===== config.mk =====
export PLATFORM = sky130hd
export DESIGN_NAME = reorder_buffer_retire_unit
export DESIGN_NICKNAME = d
export VERILOG_FILES = /design/src/design/rbr_pkg.sv /design/src/design/rbr_entry_ram.sv /design/src/design/rbr_ctrl.sv /design/src/design/reorder_buffer_retire_unit.sv
export SDC_FILE = /design/constraint.sdc
export NUM_CORES = 2
export LEC_CHECK = 0
export BUFFER_PORTS_ARGS = -buffer_cell sky130_fd_sc_hd__buf_2
export CORE_UTILIZATION = 62
export DETAILED_ROUTE_END_ITERATION = 16
export GPL_TIMING_DRIVEN = 0
export PLACE_DENSITY = 0.79
export SYNTH_ARGS = -nofsm -noshare
export SYNTH_HDL_FRONTEND = slang
export SYNTH_HIERARCHICAL = 1
export SYNTH_SLANG_ARGS = --single-unit

===== constraint.sdc =====
create_clock -name clk -period 7.55 [get_ports clk]
set_clock_uncertainty 0.2 [all_clocks]
set_input_delay 1.8875 -clock clk [delete_from_list [all_inputs] [get_ports clk]]
set_output_delay 1.8875 -clock clk [all_outputs]
set_load 0.01 [all_outputs]

===== src/design/rbr_pkg.sv =====
// ============================================================================
// Reorder buffer retire package
// Shared sizes, operation and result codes, and entry and result types of
// the in-order reorder buffer.
// ============================================================================
package rbr_pkg;

    // Buffer geometry and retire bandwidth.
    localparam int BUFFER_DEPTH     = 32;
    localparam int MAX_RETIRE_WIDTH = 8;

    // Widths that follow from the geometry.
    localparam int PTR_W = (BUFFER_DEPTH > 1) ? $clog2(BUFFER_DEPTH) : 1;
    localparam int OCC_W = $clog2(BUFFER_DEPTH + 1);
    localparam int CNT_W = $clog2(MAX_RETIRE_WIDTH + 1);

    // Fixed field widths of the item and result ports.
    localparam int OP_W     = 2;
    localparam int SLOT_W   = 5;
    localparam int ID_W     = 32;
    localparam int ADDR_W   = 32;
    localparam int RW_W     = 4;
    localparam int LIMIT_W  = 32;
    localparam int CREDIT_W = 6;
    localparam int CFG_W    = 32;
    localparam int CFG_IDX_W = 1;

    // Common width for comparisons that mix pointers, counts and fields.
    localparam int CMP_W = OCC_W + CNT_W + SLOT_W + RW_W;

    // Redirect target offset past a flushing instruction.
    localparam logic [ADDR_W-1:0] REDIRECT_STEP = ADDR_W'(4);

    // Operation codes carried by an input item.
    typedef enum logic [OP_W-1:0] {
        OP_APPEND   = 2'd0,
        OP_COMPLETE = 2'd1,
        OP_RETIRE   = 2'd2,
        OP_FLUSH    = 2'd3
    } op_t;

    // Result kinds.
    typedef enum logic [1:0] {
        KIND_SLOT    = 2'd0,
        KIND_RETIRED = 2'd1,
        KIND_CREDIT  = 2'd2,
        KIND_FULL    = 2'd3
    } kind_t;

    // Configuration register indexes.
    typedef enum logic [CFG_IDX_W-1:0] {
        CFG_RETIRE_WIDTH      = 1'b0,
        CFG_INSTRUCTION_LIMIT = 1'b1
    } cfg_index_t;

    // One buffer entry as held in the entry memory.
    typedef struct packed {
        logic              flush;
        logic              store;
        logic [ADDR_W-1:0] address;
        logic [ID_W-1:0]   id;
    } entry_t;

    // One result item.
    typedef struct packed {
        kind_t               kind;
        logic [SLOT_W-1:0]   slot_index;
        logic [ID_W-1:0]     retired_id;
        logic                store_ack;
        logic                flush_out;
        logic [ADDR_W-1:0]   redirect_address;
        logic                halt;
        logic [CREDIT_W-1:0] credit_count;
        logic                last;
    } result_t;

    // Circular pointer increment.
    function automatic logic [PTR_W-1:0] ptr_inc(input logic [PTR_W-1:0] ptr);
        logic [PTR_W-1:0] nxt;
        if (ptr == PTR_W'(BUFFER_DEPTH - 1))
        begin
            nxt = '0;
        end
        else
        begin
            nxt = ptr + PTR_W'(1);
        end
        return nxt;
    endfunction

endpackage


===== src/design/rbr_entry_ram.sv =====
// ============================================================================
// Reorder buffer entry memory
// Synchronous single-write, single-read memory holding id, address and
// flags of every slot. Read data is registered.
// ============================================================================
module rbr_entry_ram
    import rbr_pkg::*;
(
    input  logic             clk,
    input  logic             wr_en,
    input  logic [PTR_W-1:0] wr_addr,
    input  entry_t           wr_data,
    input  logic             rd_en,
    input  logic [PTR_W-1:0] rd_addr,
    output entry_t           rd_data
);

    entry_t mem [BUFFER_DEPTH];
    entry_t rd_data_reg;

    // Write port.
    always_ff @(posedge clk)
    begin
        if (wr_en)
        begin
            mem[wr_addr] <= wr_data;
        end
    end

    // Registered read port.
    always_ff @(posedge clk)
    begin
        if (rd_en)
        begin
            rd_data_reg <= mem[rd_addr];
        end
    end

    assign rd_data = rd_data_reg;

endmodule


===== src/design/rbr_ctrl.sv =====
// ============================================================================
// Reorder buffer control
// Pointers, occupancy, completion bits and the retire sequencer that walks
// the head of the entry memory one entry per cycle.
// ============================================================================
module rbr_ctrl
    import rbr_pkg::*;
(
    input  logic               clk,
    input  logic               rst_n,
    input  logic               start,
    output logic               busy,
    input  logic [OP_W-1:0]    op,
    input  logic [ID_W-1:0]    inst_id,
    input  logic [ADDR_W-1:0]  inst_address,
    input  logic               store_flag,
    input  logic               flush_flag,
    input  logic [SLOT_W-1:0]  target_slot,
    input  logic [RW_W-1:0]    retire_width,
    input  logic [LIMIT_W-1:0] instruction_limit,
    output logic               wr_en,
    output logic [PTR_W-1:0]   wr_addr,
    output entry_t             wr_data,
    output logic               rd_en,
    output logic [PTR_W-1:0]   rd_addr,
    input  entry_t             rd_data,
    output logic               res_valid,
    output result_t            res
);

    typedef enum logic [3:0] {
        S_IDLE   = 4'b0001,
        S_READ   = 4'b0010,
        S_EVAL   = 4'b0100,
        S_CREDIT = 4'b1000
    } state_t;

    state_t                   state_reg, state_next;
    logic [PTR_W-1:0]         head_reg, head_next;
    logic [PTR_W-1:0]         tail_reg, tail_next;
    logic [OCC_W-1:0]         occ_reg, occ_next;
    logic [LIMIT_W-1:0]       total_reg, total_next;
    logic                     halted_reg, halted_next;
    logic [CNT_W-1:0]         remain_reg, remain_next;
    logic [CNT_W-1:0]         count_reg, count_next;
    logic [BUFFER_DEPTH-1:0]  done_reg, done_next;

    logic                     accept;
    logic [CMP_W-1:0]         slot_ext;
    logic [CMP_W-1:0]         head_ext;
    logic [CMP_W-1:0]         depth_ext;
    logic [CMP_W-1:0]         slot_gap;
    logic                     complete_ok;
    logic [CMP_W-1:0]         rw_ext;
    logic [CMP_W-1:0]         rw_sat;
    logic [CMP_W-1:0]         rw_lim;
    logic [CMP_W-1:0]         width_eff;
    logic [LIMIT_W-1:0]       total_inc;
    logic                     limit_hit;

    assign busy   = (state_reg != S_IDLE);
    assign accept = start && (state_reg == S_IDLE);

    // Completion check: the slot must lie inside the occupied window.
    assign slot_ext  = CMP_W'(target_slot);
    assign head_ext  = CMP_W'(head_reg);
    assign depth_ext = CMP_W'(BUFFER_DEPTH);
    assign slot_gap = (slot_ext >= head_ext) ? (slot_ext - head_ext)
                                             : (slot_ext + depth_ext - head_ext);
    assign complete_ok = (slot_ext < depth_ext) && (slot_gap < CMP_W'(occ_reg));

    // Number of entries this retire cycle may pop.
    assign rw_ext = CMP_W'(retire_width);
    assign rw_sat = (rw_ext > CMP_W'(MAX_RETIRE_WIDTH)) ? CMP_W'(MAX_RETIRE_WIDTH) : rw_ext;
    assign rw_lim = (rw_sat > CMP_W'(occ_reg)) ? CMP_W'(occ_reg) : rw_sat;
    assign width_eff = halted_reg ? '0 : rw_lim;

    // Instruction limit check for the entry being retired.
    assign total_inc = total_reg + LIMIT_W'(1);
    assign limit_hit = (instruction_limit != '0) && (total_inc == instruction_limit);

    // Append data goes straight to the tail slot.
    assign wr_addr = tail_reg;
    assign wr_data = '{flush: flush_flag, store: store_flag,
                       address: inst_address, id: inst_id};

    // Next-state logic of the buffer and the retire sequencer.
    always_comb
    begin
        state_next  = state_reg;
        head_next   = head_reg;
        tail_next   = tail_reg;
        occ_next    = occ_reg;
        total_next  = total_reg;
        halted_next = halted_reg;
        remain_next = remain_reg;
        count_next  = count_reg;
        done_next   = done_reg;
        wr_en       = 1'b0;
        rd_en       = 1'b0;
        rd_addr     = head_reg;
        res_valid   = 1'b0;
        res         = '0;
        res.kind    = KIND_SLOT;

        case (state_reg)
            S_IDLE:
            begin
                if (accept)
                begin
                    case (op_t'(op))
                        OP_APPEND:
                        begin
                            res_valid = 1'b1;
                            res.last  = 1'b1;
                            if (occ_reg >= OCC_W'(BUFFER_DEPTH))
                            begin
                                res.kind = KIND_FULL;
                            end
                            else
                            begin
                                wr_en               = 1'b1;
                                done_next[tail_reg] = 1'b0;
                                tail_next           = ptr_inc(tail_reg);
                                occ_next            = occ_reg + OCC_W'(1);
                                res.kind            = KIND_SLOT;
                                res.slot_index      = SLOT_W'(tail_reg);
                            end
                        end
                        OP_COMPLETE:
                        begin
                            if (complete_ok)
                            begin
                                done_next[slot_ext[PTR_W-1:0]] = 1'b1;
                            end
                        end
                        OP_RETIRE:
                        begin
                            count_next = '0;
                            if (width_eff == '0)
                            begin
                                res_valid    = 1'b1;
                                res.kind     = KIND_CREDIT;
                                res.halt     = halted_reg;
                                res.last     = 1'b1;
                            end
                            else
                            begin
                                remain_next = CNT_W'(width_eff);
                                state_next  = S_READ;
                            end
                        end
                        OP_FLUSH:
                        begin
                            head_next        = '0;
                            tail_next        = '0;
                            occ_next         = '0;
                            res_valid        = 1'b1;
                            res.kind         = KIND_CREDIT;
                            res.halt         = halted_reg;
                            res.credit_count = CREDIT_W'(occ_reg);
                            res.last         = 1'b1;
                        end
                        default:
                        begin
                            state_next = S_IDLE;
                        end
                    endcase
                end
            end

            // Fetch the head entry.
            S_READ:
            begin
                rd_en      = 1'b1;
                rd_addr    = head_reg;
                state_next = S_EVAL;
            end

            // Retire the head entry, or stop at an entry not yet complete.
            S_EVAL:
            begin
                res_valid = 1'b1;
                if (!done_reg[head_reg])
                begin
                    res.kind         = KIND_CREDIT;
                    res.halt         = halted_reg;
                    res.credit_count = CREDIT_W'(count_reg);
                    res.last         = 1'b1;
                    state_next       = S_IDLE;
                end
                else
                begin
                    done_next[head_reg] = 1'b0;
                    head_next           = ptr_inc(head_reg);
                    occ_next            = occ_reg - OCC_W'(1);
                    total_next          = total_inc;
                    count_next          = count_reg + CNT_W'(1);
                    remain_next         = remain_reg - CNT_W'(1);
                    res.kind            = KIND_RETIRED;
                    res.retired_id      = rd_data.id;
                    res.store_ack       = rd_data.store;
                    if (limit_hit)
                    begin
                        halted_next = 1'b1;
                        res.halt    = 1'b1;
                        state_next  = S_CREDIT;
                    end
                    else if (rd_data.flush)
                    begin
                        res.flush_out        = 1'b1;
                        res.redirect_address = rd_data.address + REDIRECT_STEP;
                        state_next           = S_CREDIT;
                    end
                    else if (remain_reg == CNT_W'(1))
                    begin
                        state_next = S_CREDIT;
                    end
                    else
                    begin
                        // Prefetch the next head entry while this one retires.
                        rd_en   = 1'b1;
                        rd_addr = ptr_inc(head_reg);
                    end
                end
            end

            // Closing credit report of a retire cycle.
            S_CREDIT:
            begin
                res_valid        = 1'b1;
                res.kind         = KIND_CREDIT;
                res.halt         = halted_reg;
                res.credit_count = CREDIT_W'(count_reg);
                res.last         = 1'b1;
                state_next       = S_IDLE;
            end

            default:
            begin
                state_next = S_IDLE;
            end
        endcase
    end

    // Control registers.
    always_ff @(posedge clk or negedge rst_n)
    begin
        if (!rst_n)
        begin
            state_reg  <= S_IDLE;
            head_reg   <= '0;
            tail_reg   <= '0;
            occ_reg    <= '0;
            total_reg  <= '0;
            halted_reg <= 1'b0;
            remain_reg <= '0;
            count_reg  <= '0;
            done_reg   <= '0;
        end
        else
        begin
            state_reg  <= state_next;
            head_reg   <= head_next;
            tail_reg   <= tail_next;
            occ_reg    <= occ_next;
            total_reg  <= total_next;
            halted_reg <= halted_next;
            remain_reg <= remain_next;
            count_reg  <= count_next;
            done_reg   <= done_next;
        end
    end

endmodule


===== src/design/reorder_buffer_retire_unit.sv =====
// ============================================================================
// Reorder buffer retire unit
// In-order reorder buffer with append, completion, multi-entry retire and
// flush, plus its configuration registers and result register.
// ============================================================================
// An item is taken on a clock edge with start high and busy low; op selects
// append, mark complete, retire cycle or flush. Append, mark complete and
// flush leave busy low, so a new item can follow at once; the single result
// of an append or flush appears on the result ports in the next cycle with
// result_valid high. Mark complete gives no result.
// A retire cycle raises busy and walks the head of the entry memory: it
// fetches the head, then retires entries in order (the next entry is
// prefetched while one retires), then gives the credit report; no entry
// retires when the head is not yet complete. A retire cycle that may pop
// nothing (halted, empty buffer or width zero) leaves busy low and answers
// in the next cycle. The registered entry memory read port sets the pace.
// Each result is shown for one cycle; last marks the final result of an
// item. The receiver cannot stall results. The user must write
// configuration through cfg_we, cfg_index and cfg_data only while the
// block is idle; the block itself does not enforce this.
// Reset empties the buffer, clears the retired total and the halt state and
// loads the default retire width of two and a limit of zero.
// ============================================================================
module reorder_buffer_retire_unit
    import rbr_pkg::*;
(
    input  logic                 clk,
    input  logic                 rst_n,
    input  logic                 start,
    output logic                 busy,
    input  logic [OP_W-1:0]      op,
    input  logic [ID_W-1:0]      inst_id,
    input  logic [ADDR_W-1:0]    inst_address,
    input  logic                 store_flag,
    input  logic                 flush_flag,
    input  logic [SLOT_W-1:0]    target_slot,
    input  logic                 cfg_we,
    input  logic [CFG_IDX_W-1:0] cfg_index,
    input  logic [CFG_W-1:0]     cfg_data,
    output logic                 result_valid,
    output logic [1:0]           kind,
    output logic [SLOT_W-1:0]    slot_index,
    output logic [ID_W-1:0]      retired_id,
    output logic                 store_ack,
    output logic                 flush_out,
    output logic [ADDR_W-1:0]    redirect_address,
    output logic                 halt,
    output logic [CREDIT_W-1:0]  credit_count,
    output logic                 last
);

    logic [RW_W-1:0]    retire_width_reg;
    logic [LIMIT_W-1:0] limit_reg;
    logic               result_valid_reg;
    result_t            result_reg;

    logic               wr_en;
    logic [PTR_W-1:0]   wr_addr;
    entry_t             wr_data;
    logic               rd_en;
    logic [PTR_W-1:0]   rd_addr;
    entry_t             rd_data;
    logic               res_valid;
    result_t            res;

    // Configuration registers.
    always_ff @(posedge clk or negedge rst_n)
    begin
        if (!rst_n)
        begin
            retire_width_reg <= RW_W'(2);
            limit_reg        <= '0;
        end
        else if (cfg_we)
        begin
            case (cfg_index_t'(cfg_index))
                CFG_RETIRE_WIDTH:
                begin
                    retire_width_reg <= cfg_data[RW_W-1:0];
                end
                CFG_INSTRUCTION_LIMIT:
                begin
                    limit_reg <= cfg_data[LIMIT_W-1:0];
                end
                default:
                begin
                    limit_reg <= limit_reg;
                end
            endcase
        end
    end

    // Entry storage.
    rbr_entry_ram u_entry_ram (
        .clk     (clk),
        .wr_en   (wr_en),
        .wr_addr (wr_addr),
        .wr_data (wr_data),
        .rd_en   (rd_en),
        .rd_addr (rd_addr),
        .rd_data (rd_data)
    );

    // Pointers and retire sequencer.
    rbr_ctrl u_ctrl (
        .clk               (clk),
        .rst_n             (rst_n),
        .start             (start),
        .busy              (busy),
        .op                (op),
        .inst_id           (inst_id),
        .inst_address      (inst_address),
        .store_flag        (store_flag),
        .flush_flag        (flush_flag),
        .target_slot       (target_slot),
        .retire_width      (retire_width_reg),
        .instruction_limit (limit_reg),
        .wr_en             (wr_en),
        .wr_addr           (wr_addr),
        .wr_data           (wr_data),
        .rd_en             (rd_en),
        .rd_addr           (rd_addr),
        .rd_data           (rd_data),
        .res_valid         (res_valid),
        .res               (res)
    );

    // Result register: the strobe is reset, the payload is not.
    always_ff @(posedge clk or negedge rst_n)
    begin
        if (!rst_n)
        begin
            result_valid_reg <= 1'b0;
        end
        else
        begin
            result_valid_reg <= res_valid;
        end
    end

    always_ff @(posedge clk)
    begin
        if (res_valid)
        begin
            result_reg <= res;
        end
    end

    assign result_valid     = result_valid_reg;
    assign kind             = result_reg.kind;
    assign slot_index       = result_reg.slot_index;
    assign retired_id       = result_reg.retired_id;
    assign store_ack        = result_reg.store_ack;
    assign flush_out        = result_reg.flush_out;
    assign redirect_address = result_reg.redirect_address;
    assign halt             = result_reg.halt;
    assign credit_count     = result_reg.credit_count;
    assign last             = result_reg.last;

`ifndef SYNTHESIS
    // Only a retire cycle makes the block busy.
    a_busy_from_retire: assert property (@(posedge clk) disable iff (!rst_n)
        $rose(busy) |-> ($past(start) && ($past(op) == OP_RETIRE)))
        else $error("busy rose without an accepted retire item");

    // A retire cycle ends with its final credit report on the ports.
    a_busy_end_last: assert property (@(posedge clk) disable iff (!rst_n)
        $fell(busy) |-> (result_valid && last && (kind == KIND_CREDIT)))
        else $error("retire cycle ended without a final credit result");

    // A flush is signaled only by a retired entry that did not halt.
    a_flush_kind: assert property (@(posedge clk) disable iff (!rst_n)
        (result_valid && flush_out) |-> ((kind == KIND_RETIRED) && !halt && !last))
        else $error("flush signaled on a wrong result");

    // Append results are always single and final.
    a_append_last: assert property (@(posedge clk) disable iff (!rst_n)
        (result_valid && ((kind == KIND_SLOT) || (kind == KIND_FULL))) |-> last)
        else $error("append result not marked last");
`endif

endmodule


---- After elaboration in Yosys (flattened, before gate mapping) ----
Memories as Yosys holds them, arrays and structs flattened. A register that Yosys moved wholly into a read port is not among the register bits.
Cells that the tools add are included.
storage, ports and cells
  register bits ........................... 211
  latch bits .............................. 0
  RAM bits ................................ 2112
  ROM bits ................................ 0
  bits of input ports ..................... 110
  logic and storage cells ................. 192
  memories ................................ 1
memory list
  memory           words  bits a word  rd ports  clocked after Yosys merged registers in  wr ports  line                 text
  u_entry_ram.mem  32     66           1         1                                        1         rbr_entry_ram.sv:18  entry_t mem [BUFFER_DEPTH];
operators by class
  add/sub/neg operators ................... 11
  $mul .................................... 0
  divide/modulo/power cells ............... 0
  $lt $le $gt $ge ......................... 12
  eq/ne operators ......................... 23
  shift-type cells ........................ 0
  muxes and demuxes ....................... 85
  bitwise operators ....................... 12
  reductions and logical operators ........ 27
operators with widths
  operator                                                                      count
  32-bit 2-to-1 mux                                                             4
  32-bit one-hot mux with 2 select lines                                        2
  5-bit 2-to-1 mux                                                              14
  32-bit AND                                                                    2
  32-bit inverter                                                               2
  4-bit 2-to-1 mux                                                              15
  19-bit 2-to-1 mux                                                             3
  33-bit 2-to-1 mux                                                             1
  32-bit by 1-bit adder with 32-bit output, second input constant               1
  32-bit by 3-bit adder with 32-bit output, second input constant               1
  32-bit equality test                                                          1
  32-bit OR                                                                     1
  32-bit nonzero test                                                           1
  5-bit by 6-bit less-than comparator with 1-bit output, second input constant  4
  6-bit 2-to-1 mux                                                              4
  6-bit one-hot mux with 2 select lines                                         2
  8-bit one-hot mux with 3 select lines                                         1
  5-bit one-hot mux with 2 select lines                                         2
  19-bit by 6-bit > comparator with 1-bit output                                1
  19-bit logical NOT                                                            1
  19-bit by 6-bit less-than comparator with 1-bit output                        1
  1-bit 2-to-1 mux                                                              19
  19-bit by 5-bit subtractor with 19-bit output                                 1
  4-bit one-hot mux with 2 select lines                                         2
  other kinds (44)                                                              84

---- Longest topological paths before layout ----
  depth in word-level cells ............... 10
  gate-level depth with buffers ........... 20
  mapped depth without buffers ............ 18

---- Cells and area by module ----
Netlist, hierarchy kept.
modules (own cells, without submodules)
  module                      times used  cells an instance  area each (um^2)  seq. area each (um^2)
  rbr_entry_ram               1           3197               82112.5           65402.7
  rbr_ctrl                    1           1106               8768.4            2328.5
  reorder_buffer_retire_unit  1           159                3797.4            3359.5

---- Worst setup path before layout ----
No wires, ideal clock.
  kind .................................... input to register
  from .................................... in op[0]
  to ...................................... mem u_entry_ram/mem[28][0] in the netlist's numbering, enable pin
  data arrival time ....................... 6.252 ns
  required time ........................... 6.859 ns
  setup slack ............................. 0.607 ns
  stages on the path ...................... 7
  path buffers ............................ 1
  path through ............................ inv_1 -> ha_1 -> inv_1 -> nor3_1 -> or3b_2 -> clkbuf_1 -> nor2_1
on the way
  cells in the longest elaborated chain, start to end .. 6
RTL lines
  item                                    line                              text
  from (decl)                             reorder_buffer_retire_unit.sv:31  input logic [OP_W-1:0] op,
  2-bit logical NOT                       rbr_ctrl.sv:111                   case (op_t'(op))
  1-bit 2-to-1 mux                        rbr_ctrl.sv:111
  1-bit 2-to-1 mux                        rbr_ctrl.sv:109                   if (accept)
  1-bit 2-to-1 mux                        rbr_ctrl.sv:106                   case (state_reg)
  via wr_en                               reorder_buffer_retire_unit.sv:57  logic wr_en;
  1-bit 2-to-1 mux                        rbr_entry_ram.sv:24               if (wr_en)
  1-bit 2-to-1 mux (not written as such)  rbr_entry_ram.sv:26               mem[wr_addr] <= wr_data;
  to (decl)                               rbr_entry_ram.sv:18
The timed path passes the listed nets, and every way through them passes these cells.

---- Final worst setup path ----
  from .................................... reg u_ctrl.total_reg[0]
  to ...................................... reg u_entry_ram/rd_data[37] (netlist name)
on the way
  cells in the longest elaborated chain, start to end .. 6
  elaborated cells on any way between the ends .. 9
RTL lines
  item                                      line                              text
  from (decl)                               rbr_ctrl.sv:42                    logic [LIMIT_W-1:0] total_reg, total_next;
  from (signal assigned)                    rbr_ctrl.sv:267                   total_reg <= total_next;
  32-bit by 1-bit adder with 32-bit output  rbr_ctrl.sv:79                    assign total_inc = total_reg + LIMIT_W'(1);
  32-bit equality test                      rbr_ctrl.sv:80                    assign limit_hit = (instruction_limit != '0) && (total_inc == instruction_limit);
  1-bit logical AND                         rbr_ctrl.sv:80
  5-bit 2-to-1 mux                          rbr_ctrl.sv:203                   if (limit_hit)
  5-bit 2-to-1 mux                          rbr_ctrl.sv:184                   if (!done_reg[head_reg])
  5-bit 2-to-1 mux                          rbr_ctrl.sv:106
  via rd_addr[2]                            reorder_buffer_retire_unit.sv:61  logic [PTR_W-1:0] rd_addr;
The timed path passes the listed nets, and every way through them passes these cells.
A chain may end at the register's enable or synchronous reset.

==> qor.tcl <==
set qor(cts.sink_count) 2389
set qor(wl_per_cell_um) 39.58
set qor(nets) 5078
set qor(reg2reg_from) {u_ctrl/total_reg[0]}
set qor(violated_checks) {capacitance limit, slew limit}
set qor(io_buffer_count) 126
set qor(die_height_um) 392.8
set qor(dp_hpwl_mm) 166.8
set qor(vdd.ir_drop.worst_mv) 0.2289
set qor(boundaryPins) 193
set qor(first_global_vias) 52450
set qor(synth_top_cell_by_area) {sky130_fd_sc_hd__edfxtp_1}
set qor(min_delay_path_depth) 1
set qor(worstMarginPinSlew_ns) 1.533
set qor(fp.coreArea_um2) 151700
set qor(r2r.worst_path.cells) 17
set qor(post_synth_instance_area_um2) 94680
set qor(final_core_utilization_pct) 71.25
set qor(drt_first_pass_iters) 5
set qor(worst_hold_startpoint) {u_ctrl/total_reg[31]}
set qor(synth_fp_nets) 4609
set qor(final-max-slew-violation-count) 22
set qor(finish.instance_area_um2) 108100
set qor(drt_iter0_drc) 9424
set qor(worst_setup_path_start_kind) {flip-flop}
set qor(grt_first_pass_wirelength_mm) 393.1
set qor(clk_pin_slew_ns) 0.07
set qor(worstPathArrival_ns) 7.88
set qor(place.gp.congestion) 0.8944
set qor(hold_violation_total_from_the_final_report) 0
set qor(yosys_register_bits) 2389
set qor(grt_usage_pct) 37.48
set qor(p_per_area_nw_per_um2) 253.0
set qor(timing.hold.worst_endpoint) {u_ctrl/total_reg[31]}
set qor(grt_max_degree) 92
set qor(chipWidth_um) 392.8
set qor(r2r_slack_ns) 0.01
set qor(drive_gt1_share_pct) 30.05
set qor(dpl-instance-area_um2) 100600
set qor(via_per_inst) 7.276
set qor(outcome) {finished with violations}
set qor(synth_enable_flop_cells) 2259
set qor(finalWirelength_mm) 283.6
set qor(maxSlewHeadroom_pct) -2.176
set qor(drc) 0
set qor(synth.lib_cells_used.distinct) 79
set qor(synth-warning-count) 6
set qor(post_synth_most_frequent_cells) {2259 x sky130_fd_sc_hd__edfxtp_1, 627 x sky130_fd_sc_hd__mux4_2, 165 x sky130_fd_sc_hd__nor2_1}
set qor(hold_class) {reg2reg}
set qor(synth.most_common_cell) {sky130_fd_sc_hd__edfxtp_1}
set qor(synth_area_per_cell_um2) 21.22
set qor(cap_viol_max_count) 3
set qor(starting_utilization_of_the_core_area_pct) 62.40
set qor(later_pin_clock_latency_in_the_skew_report_ns) 0.87
set qor(cts_buffer_depth) 3
set qor(total_leakage_power_nw) 34.14
set qor(finalWorstPathRequiredPeriod_ns) 7.536
set qor(dieArea_um2) 154300
set qor(ys_seq_area_share_pct) 75.09
set qor(synth_top_cells_by_area) {sky130_fd_sc_hd__edfxtp_1 72%, sky130_fd_sc_hd__mux4_2 15%, sky130_fd_sc_hd__dfrtp_1 3.4%, sky130_fd_sc_hd__mux2_2 1.3%, sky130_fd_sc_hd__nor2_1 0.65%}
set qor(tritoncts.num_buffers) 223
set qor(final-setup-viol-count) 0
set qor(yosysTopAreaCellShare_pct) 71.65
set qor(worst-path-max-fanout) 10
set qor(rows) 143
set qor(reg_to_reg_end) {u_entry_ram/rd_data[37]}
set qor(count_of_antenna_violating_nets_left_after_detailed_routing) 0
set qor(critical_path_class) {reg2reg}
set qor(async_reset_ff_share_pct) 5.442
set qor(largest_register_ff_count) 2112
set qor(overflow) 0
set qor(cp.required_ns) 7.89
set qor(cts-root-buf) {sky130_fd_sc_hd__clkbuf_16}
set qor(area_growth_pct) 14.18
set qor(synth_cells) 4462
set qor(rsz0062_at_grt) {false}
set qor(via_count) 52140
set qor(h_tree_depth) 4
set qor(fin_crit_sh_pct) 99.81
set qor(grt_antenna_before_repair) 20
set qor(fmax_mhz) 132.7
set qor(tritoncts) {done}
set qor(synth-main-ff-cell) {sky130_fd_sc_hd__edfxtp_1}
set qor(timing.critical_path.to_type) {flip-flop}
## how the worst max path moves through the flow
| stage | slack [ns] | from | depth (start not counted) | to |
|---|---|---|---|---|
| after floorplan | 0.61 | op[0] | 7 | u_entry_ram/mem[28][0] |
| after global placement | -5.34 | op[0] | 7 | u_entry_ram/mem[26][7] |
| after detailed placement | -1.05 | u_ctrl/total_reg[0] | 16 | u_entry_ram/rd_data[37] |
| after CTS | 0.08 | u_ctrl/total_reg[0] | 17 | u_entry_ram/rd_data[43] |
| after global routing | 0.05 | u_ctrl/total_reg[0] | 17 | u_entry_ram/rd_data[39] |
| final | 0.01 | u_ctrl/total_reg[0] | 17 | u_entry_ram/rd_data[37] |
## where the power goes
group          internal [mW]  switching, mW  leakage, nW
clock network           6.43           5.07         3.60
logic                  0.331          0.710         8.48
registers               14.7          0.123         22.1
## kinds of logic after synthesis
logic type               Yosys count  synth area share, %
XOR/XNOR                         114                1.055
adder cells (fa/ha/maj)           37               0.4969
AO/OA/AOI/OAI                    311                2.093
buffers and inverters            339                1.846
multiplexers                     789                16.78
flip-flops                      2389                75.09
AND/OR/NAND/NOR                  483                2.640
## through the flow
step	hold slack (ns)	instances	TNS (ns)	total power [mW]	setup WS (ns)
6_report	0.2845	7166	0	27.35	0.01397
5_1_grt	0.3282	7152	0	27.93	0.04814
4_1_cts	0.2915	7148	0	27.35	0.07994
3_5_place_dp	0.2798	6737	-4.377	16.06	-1.051
3_3_place_gp	0.2801	6618	-	15.98	-5.343
2_1_floorplan	0.2616	4462	0	15.64	0.6072
## critical path, cell delays in order (launching register included)
cell,delay [ns]
sky130_fd_sc_hd__dfrtp_1,0.49
sky130_fd_sc_hd__ha_1,0.32
sky130_fd_sc_hd__nand4_2,0.26
sky130_fd_sc_hd__nor3_4,0.48
sky130_fd_sc_hd__nand3_1,0.19
sky130_fd_sc_hd__xnor2_1,0.17
sky130_fd_sc_hd__a41o_1,0.24
sky130_fd_sc_hd__a2111oi_4,0.41
sky130_fd_sc_hd__o2111ai_4,0.33
sky130_fd_sc_hd__a31o_2,0.32
sky130_fd_sc_hd__o41ai_1,0.07
sky130_fd_sc_hd__clkbuf_4,0.52
sky130_fd_sc_hd__clkbuf_2,0.55
sky130_fd_sc_hd__buf_2,0.60
sky130_fd_sc_hd__buf_2,0.58
sky130_fd_sc_hd__buf_2,0.53
sky130_fd_sc_hd__mux2i_1,0.19
sky130_fd_sc_hd__a221oi_2,0.73
## layout make-up
class | instances | area [um^2]
flip-flops and latches | 2389 | 71090
inverters | 52 | 195.2
plain buffers | 286 | 1560
fillers | 8354 | 43620
diodes | 18 | 45.04
repair buffers | 245 | 3159
well taps | 2030 | 2540
clock inverters | 139 | 1587
multi-input cells | 1734 | 22110
clock buffers | 273 | 5819
## repair_timing
| action | 4_1_cts | 5_1_grt |
|---|---|---|
| hold buffers | 0 | 0 |
| setup buffers | 0 | 0 |
| endpoints found under the setup margin | 43 | 8 |
| gates resized for setup | 5 | 3 |
## cells in the final DEF, fill, tap and decap left out, drive strengths merged, types with 67 or more instances in the layout
master / Yosys / final
clkbuf: 103 / 376
buf: 184 / 428
xnor2: 67 / 67
dfrtp: 128 / 128
nor2: 165 / 165
mux4: 627 / 627
mux2: 117 / 117
o21ai: 103 / 103
clkinv: 2 / 102
edfxtp: 2259 / 2259
## per-layer routing
metal	GRT usage, %	vias to the layer above	part of all wire (%)
met5	0	-	0.037
met4	20.87	16	6.7
met3	9.267	1104	14
met2	59.10	5160	47
met1	48.30	26460	32
li1	-	19400	-
(Power assumes the default switching activity.)
